[config.mk]
export PLATFORM = sky130hd
export DESIGN_NAME = compacting_slot_table_top
export DESIGN_NICKNAME = d
export VERILOG_FILES = /design/src/rtl/cst_pkg.sv /design/src/rtl/cst_cell.sv /design/src/rtl/cst_ctrl.sv /design/src/rtl/compacting_slot_table_top.sv
export SDC_FILE = /design/constraint.sdc
export NUM_CORES = 2
export LEC_CHECK = 0
export BUFFER_PORTS_ARGS = -buffer_cell sky130_fd_sc_hd__clkbuf_2
export CAP_MARGIN = 20
export CORE_UTILIZATION = 65
export CTS_CLUSTER_DIAMETER = 40
export CTS_CLUSTER_SIZE = 16
export DETAILED_ROUTE_END_ITERATION = 10
export PLACE_DENSITY = 0.87
export SYNTH_ARGS = -nofsm -noshare
export SYNTH_HDL_FRONTEND = slang
export SYNTH_HIERARCHICAL = 1
export SYNTH_SLANG_ARGS = --single-unit
[constraint.sdc]
create_clock -name clk_i -period 32.5 [get_ports clk_i]
set_input_delay 3.25 -clock clk_i [delete_from_list [all_inputs] [get_ports clk_i]]
set_output_delay 3.25 -clock clk_i [all_outputs]
set_load 0.05 [all_outputs]
[src/rtl/cst_pkg.sv]
// shared types and constants for the compacting slot table
// no dependencies; imported by every module of the block
package cst_pkg;

  // table geometry
  localparam int SLOTS = 128;
  localparam int IDX_W = $clog2(SLOTS);
  localparam int CNT_W = $clog2(SLOTS + 1);
  // compare width that holds both a slot_index field and a count
  localparam int CMP_W = (CNT_W > 7) ? CNT_W : 7;

  typedef enum logic [1:0] {
    MODE_CLEAR  = 2'd0,
    MODE_ADD    = 2'd1,
    MODE_REMOVE = 2'd2,
    MODE_FIND   = 2'd3
  } mode_e;

  typedef enum logic [1:0] {
    STATUS_OK        = 2'd0,
    STATUS_FULL      = 2'd1,
    STATUS_NOT_FOUND = 2'd2,
    STATUS_BAD_INDEX = 2'd3
  } status_e;

  typedef enum logic {
    S_IDLE = 1'b0,
    S_SCAN = 1'b1
  } state_e;

  typedef struct packed {
    mode_e       mode;
    logic [15:0] item;
    logic [6:0]  slot_index;
  } in_word_t;

  typedef struct packed {
    status_e     status;
    logic [6:0]  slot;
    logic [15:0] overflow_item;
    logic [7:0]  count;
  } out_word_t;

  // broadcast control from the sequencer to the row of cells
  typedef struct packed {
    logic             clear;
    logic             add_en;
    logic             rm_en;
    logic             probe_load;
    logic             probe_shift;
    logic [15:0]      item;
    logic [7:0]       key;
    logic [IDX_W-1:0] wr_addr;
    logic [IDX_W-1:0] rm_addr;
  } cell_ctrl_t;

endpackage

[src/rtl/cst_cell.sv]
// one slot of the table: holds an entry and a search token bit
// depends on cst_pkg for the broadcast control struct
module cst_cell import cst_pkg::*; (
  input  logic        clk_i,
  input  logic        rst_ni,
  input  cell_ctrl_t  ctrl_i,
  input  logic        add_sel_i,
  input  logic        shift_sel_i,
  input  logic [15:0] upper_i,
  input  logic        probe_i,
  output logic [15:0] data_o,
  output logic        probe_o,
  output logic        hit_o
);

  logic [15:0] data_q, data_d;
  logic        probe_q, probe_d;

  // entry update: clear, add at the selected slot, or take the upper neighbor
  always_comb begin
    data_d = data_q;
    priority if (ctrl_i.clear) begin
      data_d = '0;
    end else if (ctrl_i.add_en && add_sel_i) begin
      data_d = ctrl_i.item;
    end else if (ctrl_i.rm_en && shift_sel_i) begin
      data_d = upper_i;
    end else begin
      data_d = data_q;
    end
  end

  // search token moves one cell up per cycle, dropped when the scan stops
  assign probe_d = ctrl_i.probe_shift ? probe_i : 1'b0;

  always_ff @(posedge clk_i or negedge rst_ni) begin
    if (!rst_ni) begin
      data_q  <= '0;
      probe_q <= 1'b0;
    end else begin
      data_q  <= data_d;
      probe_q <= probe_d;
    end
  end

  // low byte compare, empty slots included
  assign hit_o   = probe_q && (data_q[7:0] == ctrl_i.key);
  assign data_o  = data_q;
  assign probe_o = probe_q;

endmodule

[src/rtl/cst_ctrl.sv]
// sequencer: decodes commands, keeps count and overflow latch, runs the find scan
// depends on cst_pkg; drives the cell row through cell_ctrl_t
module cst_ctrl import cst_pkg::*; (
  input  logic             clk_i,
  input  logic             rst_ni,
  input  logic             start,
  input  in_word_t         in_word_i,
  input  logic [SLOTS-1:0] hits_i,
  output logic             busy_o,
  output cell_ctrl_t       ctrl_o,
  output logic             done_o,
  output out_word_t        res_word_o
);

  state_e           state_q, state_d;
  logic [CNT_W-1:0] count_q, count_d;
  logic [15:0]      ov_q, ov_d;
  logic [7:0]       key_q, key_d;
  logic [IDX_W-1:0] pos_q, pos_d;
  logic             done_q, done_d;
  out_word_t        res_q, res_d;

  logic             accept;
  logic             hit_any;
  logic             scan_last;
  logic             table_full;
  logic [CMP_W-1:0] idx_ext;
  logic             idx_ok;
  logic             idx_live;

  assign accept     = start && (state_q == S_IDLE);
  assign hit_any    = |hits_i;
  // entries past the occupied prefix are all empty, so the scan ends at count
  assign scan_last  = (CNT_W'(pos_q) == count_q) || (pos_q == IDX_W'(SLOTS - 1));
  assign table_full = (count_q == CNT_W'(SLOTS));
  assign idx_ext    = CMP_W'(in_word_i.slot_index);
  assign idx_ok     = idx_ext < CMP_W'(SLOTS);
  assign idx_live   = idx_ext < CMP_W'(count_q);

  // next state
  always_comb begin
    state_d = state_q;
    unique case (state_q)
      S_IDLE: begin
        if (accept && (in_word_i.mode == MODE_FIND)) begin
          state_d = S_SCAN;
        end
      end
      S_SCAN: begin
        if (hit_any || scan_last) begin
          state_d = S_IDLE;
        end
      end
    endcase
  end

  // outputs and datapath updates
  always_comb begin
    ctrl_o     = '0;
    ctrl_o.key = key_q;
    count_d    = count_q;
    ov_d       = ov_q;
    key_d      = key_q;
    pos_d      = pos_q;
    done_d     = 1'b0;
    res_d      = res_q;
    unique case (state_q)
      S_IDLE: begin
        if (accept) begin
          unique case (in_word_i.mode)
            MODE_CLEAR: begin
              ctrl_o.clear = 1'b1;
              count_d      = '0;
              done_d       = 1'b1;
              res_d.status = STATUS_OK;
              res_d.slot   = '0;
            end
            MODE_ADD: begin
              done_d = 1'b1;
              if (table_full) begin
                ov_d         = in_word_i.item;
                res_d.status = STATUS_FULL;
                res_d.slot   = '0;
              end else begin
                // table stays compact, so the first empty slot is at count
                ov_d           = '0;
                ctrl_o.add_en  = 1'b1;
                ctrl_o.item    = in_word_i.item;
                ctrl_o.wr_addr = count_q[IDX_W-1:0];
                count_d        = count_q + CNT_W'(in_word_i.item != 16'd0);
                res_d.status   = STATUS_OK;
                res_d.slot     = 7'(count_q);
              end
            end
            MODE_REMOVE: begin
              done_d     = 1'b1;
              res_d.slot = '0;
              if (idx_ok) begin
                ctrl_o.rm_en   = 1'b1;
                ctrl_o.rm_addr = idx_ext[IDX_W-1:0];
                res_d.status   = STATUS_OK;
                if (idx_live) begin
                  count_d = count_q - CNT_W'(1);
                end
              end else begin
                res_d.status = STATUS_BAD_INDEX;
              end
            end
            MODE_FIND: begin
              key_d              = in_word_i.item[7:0];
              pos_d              = '0;
              ctrl_o.probe_load  = 1'b1;
              ctrl_o.probe_shift = 1'b1;
            end
          endcase
        end
      end
      S_SCAN: begin
        if (hit_any) begin
          done_d       = 1'b1;
          res_d.status = STATUS_OK;
          res_d.slot   = 7'(pos_q);
        end else if (scan_last) begin
          done_d       = 1'b1;
          res_d.status = STATUS_NOT_FOUND;
          res_d.slot   = '0;
        end else begin
          ctrl_o.probe_shift = 1'b1;
          pos_d              = pos_q + IDX_W'(1);
        end
      end
    endcase
    if (done_d) begin
      res_d.overflow_item = ov_d;
      res_d.count         = 8'(count_d);
    end
  end

  // control state
  always_ff @(posedge clk_i or negedge rst_ni) begin
    if (!rst_ni) begin
      state_q <= S_IDLE;
      count_q <= '0;
      ov_q    <= '0;
      done_q  <= 1'b0;
    end else begin
      state_q <= state_d;
      count_q <= count_d;
      ov_q    <= ov_d;
      done_q  <= done_d;
    end
  end

  // payload registers
  always_ff @(posedge clk_i) begin
    key_q <= key_d;
    pos_q <= pos_d;
    res_q <= res_d;
  end

  assign busy_o     = (state_q == S_SCAN);
  assign done_o     = done_q;
  assign res_word_o = res_q;

endmodule

[src/rtl/compacting_slot_table_top.sv]
// compacting slot table: sequencer plus a row of SLOTS cells (cst_cell, cst_ctrl, cst_pkg)
// clear, add, remove: result strobed on done_o the cycle after start
// find: a token walks the cell row one slot per cycle; the block is busy during the walk
// done_o marks every result for one cycle only; the receiver cannot stall the block
// async active-low reset empties every slot, clears count and overflow latch
module compacting_slot_table_top import cst_pkg::*; (
  input  logic      clk_i,
  input  logic      rst_ni,
  input  logic      start,
  input  in_word_t  in_word_i,
  output logic      busy,
  output logic      done_o,
  output out_word_t res_word_o
);

  cell_ctrl_t       cell_ctrl;
  logic [SLOTS-1:0] hits;
  logic [SLOTS-1:0] probes;
  logic [SLOTS-1:0] add_sel;
  logic [SLOTS-1:0] shift_sel;
  logic [15:0]      data  [SLOTS];
  logic [15:0]      upper [SLOTS];
  logic [SLOTS-1:0] probe_in;

  cst_ctrl u_ctrl (
    .clk_i      (clk_i),
    .rst_ni     (rst_ni),
    .start      (start),
    .in_word_i  (in_word_i),
    .hits_i     (hits),
    .busy_o     (busy),
    .ctrl_o     (cell_ctrl),
    .done_o     (done_o),
    .res_word_o (res_word_o)
  );

  // row of cells, each linked to its neighbors for shift-down and token walk
  for (genvar i = 0; i < SLOTS; i++) begin : g_cell
    assign add_sel[i]   = (cell_ctrl.wr_addr == IDX_W'(i));
    assign shift_sel[i] = (IDX_W'(i) >= cell_ctrl.rm_addr);
    if (i == SLOTS - 1) begin : g_top
      assign upper[i] = '0;
    end else begin : g_mid
      assign upper[i] = data[i+1];
    end
    if (i == 0) begin : g_first
      assign probe_in[i] = cell_ctrl.probe_load;
    end else begin : g_rest
      assign probe_in[i] = probes[i-1];
    end

    cst_cell u_cell (
      .clk_i       (clk_i),
      .rst_ni      (rst_ni),
      .ctrl_i      (cell_ctrl),
      .add_sel_i   (add_sel[i]),
      .shift_sel_i (shift_sel[i]),
      .upper_i     (upper[i]),
      .probe_i     (probe_in[i]),
      .data_o      (data[i]),
      .probe_o     (probes[i]),
      .hit_o       (hits[i])
    );
  end

  // at most one search token in the row
  a_one_token : assert property (@(posedge clk_i) disable iff (!rst_ni)
    $onehot0(probes))
    else $error("more than one search token in the cell row");

  // a find holds the block busy in the next cycle
  a_find_busy : assert property (@(posedge clk_i) disable iff (!rst_ni)
    (start && !busy && in_word_i.mode == MODE_FIND) |=> busy)
    else $error("find accepted but block not busy");

  // every other command gives its result in the next cycle
  a_cmd_done : assert property (@(posedge clk_i) disable iff (!rst_ni)
    (start && !busy && in_word_i.mode != MODE_FIND) |=> done_o)
    else $error("command result missing");

  // a full report only comes with a full table
  a_full_count : assert property (@(posedge clk_i) disable iff (!rst_ni)
    (done_o && res_word_o.status == STATUS_FULL) |-> (res_word_o.count == 8'(SLOTS)))
    else $error("full reported with free slots");

endmodule

==> flow_summary_export.csv <==
group,metric,value,unit
die,rows,125,
clocking,ctsLongestPathBuffers,3,
placement,gp_congestion,0.928,
die,initial_utilization,65.6,%
worst_setup_path,path_cells,"buf_4, buf_4, buf_4, xnor2_1, nand3_1, nor3_1, nor4_1, nand4_1, nor4_1, nand2_1, o31ai_4, buf_4, buf_4, and2_1",
clocking,tritoncts,"done",
power_and_ir_drop,leakage,0.0381,uW
die,core_area,116000,um^2
global_routing,antenna_found_initial,17,
route,via_count,61500,
finish,nets,7457,
logic_synthesis,syn_inst,7550,
global_routing,grt_max_degree,167,
worst_setup_path,cp.required,33.22,ns
logic_synthesis,yosys_warnings,6,
worst_setup_path,crit_top_cell,"buf_4",
global_routing,grt_pass1_vias,61900,
worst_setup_path,cpPeakStageDelay,0.97,ns
route,met1_length,84700,um
finish,synthToLayoutAreaGrowth,6.52,%
placement,dpl_worst_slack,24.12,ns
global_routing,grt_use_total,39.2,%
sta,worst_slack,24.53,ns
sta,clock.fmax,0.126,GHz
flow_run,max-cap-violations,0,
sta,rsz0062_at_grt,"no",
clocking,cts_setup_buffers,0,
power_and_ir_drop,irDropWorstVdd,58.5,uV
route,antenna_left,0,
route,highest_layer,"met5",
die,io_pins,63,
finish,fin_util,69.9,%
worst_setup_path,cp-end-kind,"flop",
clocking,cts.clk_slew.worst_paths,0.06,ns
route,initialDrtViolationCount,7893,
placement,io_buffers,62,
hold_path,min_path_type,"reg -> reg",
clocking,cts_resized,0,
sta,tightest_slew,1.34,ns
finish,drive_gt1_share,10.1,%
worst_setup_path,cp-start-kind,"flop",
route,wire_per_inst,25.7,um
worst_setup_path,reg2reg_depth,14,
finish,fill_cells,7801,
global_routing,grt-ovfl-total,0,
sta,finalCritPeriodShare,24.5,%
die,die_y,345,um
sta,drv_slew,0,
die,die_area,119000,um^2
global_routing,grt_pass1_wl,360000,um
clocking,clock_latency,0.83,ns
route,met3WireLength,30100,um
sta,setup_viol,0,
logic_synthesis,synth.avg_cell_area,10.1,um^2
power_and_ir_drop,powerDensity,47.1,nW/um^2
worst_setup_path,cp_max_fo,59,
die,die_w,345,um
hold_path,hold_depth,1,
clocking,cts_max_level,4,
sta,finalCriticalPeriod,7.97,ns
sta,slew-limit-headroom,10.5,%
sta,finalHoldViolations,0,
placement,place_hpwl,139000,um
clocking,ctsHoldBuffers,0,
worst_setup_path,worstSetupPathType,"reg -> reg",
sta,clock_skew,0.0515,ns
clocking,cts.sinks,1226,
route,wl_met2,102000,um
worst_setup_path,crit_path_top_delay_cell,"nor4_1",
route,drc,0,
route,drt-total-wl,234000,um
route,avgViaCountPerCell,6.77,
route,first_pass_iters,8,
clocking,cts_root_buf,"clkbuf_16",
status,status,"finished clean",
worst_setup_path,crit_arrival,8.69,ns
sta,setup-tns-final,0,ns
clocking,cts_buffers,165,
logic_synthesis,syn-cell-area,76400,um^2
## flip-flops by register name, summed over array words and instances (netlist names)
name and count:
u_ctrl/res_word_o 33, g_cell.u_cell/probe_o 128, u_ctrl/busy_o 1, g_cell.u_cell/data_o 1024
u_ctrl/count_q 8, u_ctrl/done_o 1, u_ctrl/pos_q 7, u_ctrl/key_q 8
u_ctrl/ov_q 16
## worst paths after layout
path	start	endpoint	slack, ns
setup / recovery	u_ctrl/key_q[7]$_DFFE_PP_	g_cell[11].u_cell/probe_o$_DFF_PN0_	24.53
hold / removal	g_cell[112].u_cell/probe_o$_DFF_PN0_	g_cell[113].u_cell/probe_o$_DFF_PN0_	0.48
setup reg to reg	u_ctrl/key_q[7]$_DFFE_PP_	g_cell[11].u_cell/probe_o$_DFF_PN0_	24.53
hold reg to reg	g_cell[112].u_cell/probe_o$_DFF_PN0_	g_cell[113].u_cell/probe_o$_DFF_PN0_	0.48
max in group asynchronous	rst_ni	g_cell[27].u_cell/data_o[1]$_DFFE_PN0P_	25.41
min in group asynchronous	rst_ni	g_cell[97].u_cell/probe_o$_DFF_PN0_	2.45
## worst max-delay path: cells and delay by family, from the launching register on
kind            cells  cell delay, ns
buf+inv             5            3.54
simple gates        7            3.30
compound gates      1            0.39
flops               1            0.32
xor+xnor            1            0.20
## cell type report
| type | count | area [um^2] | area share (%) |
|---|---|---|---|
| Multi-Input combinational cell | 5831 | 41200 | 50.7 |
| Sequential cell | 1226 | 30900 | 38.0 |
| Clock buffer | 189 | 4300 | 5.29 |
| Tap cell | 1524 | 1910 | 2.34 |
| Clock inverter | 119 | 1570 | 1.93 |
| Timing Repair Buffer | 168 | 1310 | 1.61 |
| Inverter | 23 | 86.3 | 0.106 |
| Antenna cell | 13 | 32.5 | 0.0400 |
## per-stage QoR
stage / instance area, um^2 / hold WS, ns / power, uW / std cells
after floorplan: 76400 / 0.451 / 1860 / 7558
after global placement: 75300 / 0.460 / 1900 / 8761
after detailed placement: 75300 / 0.464 / 1910 / 8763
after CTS: 81200 / 0.474 / 3830 / 9071
after global routing: 81300 / 0.493 / 3930 / 9081
final: 81300 / 0.479 / 3830 / 9093
## routing by layer
metal / vias up / global-route usage [%]
met5: - / 0
met4: 27 / 26.6
met3: 1278 / 13.0
met2: 4211 / 58.5
met1: 30000 / 48.2
li1: 26000 / -
## cells in the final DEF (no fill, tap or decap), types with 7 or more instances in the layout
cell	count
clkinv_4	21
ha_1	14
buf_12	10
a221oi_4	128
nor4_1	39
inv_6	26
a21oi_1	44
conb_1	10
nor2_2	15
nor2_1	151
buf_4	87
clkbuf_2	62
nand2_4	128
a21o_1	134
xnor2_1	1027
bufinv_16	23
inv_1	20
and3_4	9
and3_1	16
clkbuf_16	166
o21ai_1	780
mux2i_1	1025
a31oi_1	17
dfrtp_1	1178
edfxtp_1	48
or3_1	9
nand4_1	142
o31ai_1	10
clkbuf_1	17
o21ai_0	293
clkinvlp_4	18
diode_2	13
nor3_1	134
a32o_1	8
nand2_1	1335
and2_1	135
nand3_1	138
xor2_1	7
clkinv_2	14
## power breakdown
group	total [uW]	leakage, uW	switching (uW)	internal [uW]
logic	307	0.0184	225	81.4
clock network	1940	0.00282	780	1160
registers	1590	0.0169	28.2	1560
total	3830	0.0381	1030	2800
No activity file was read; power rests on OpenSTA's default activity.
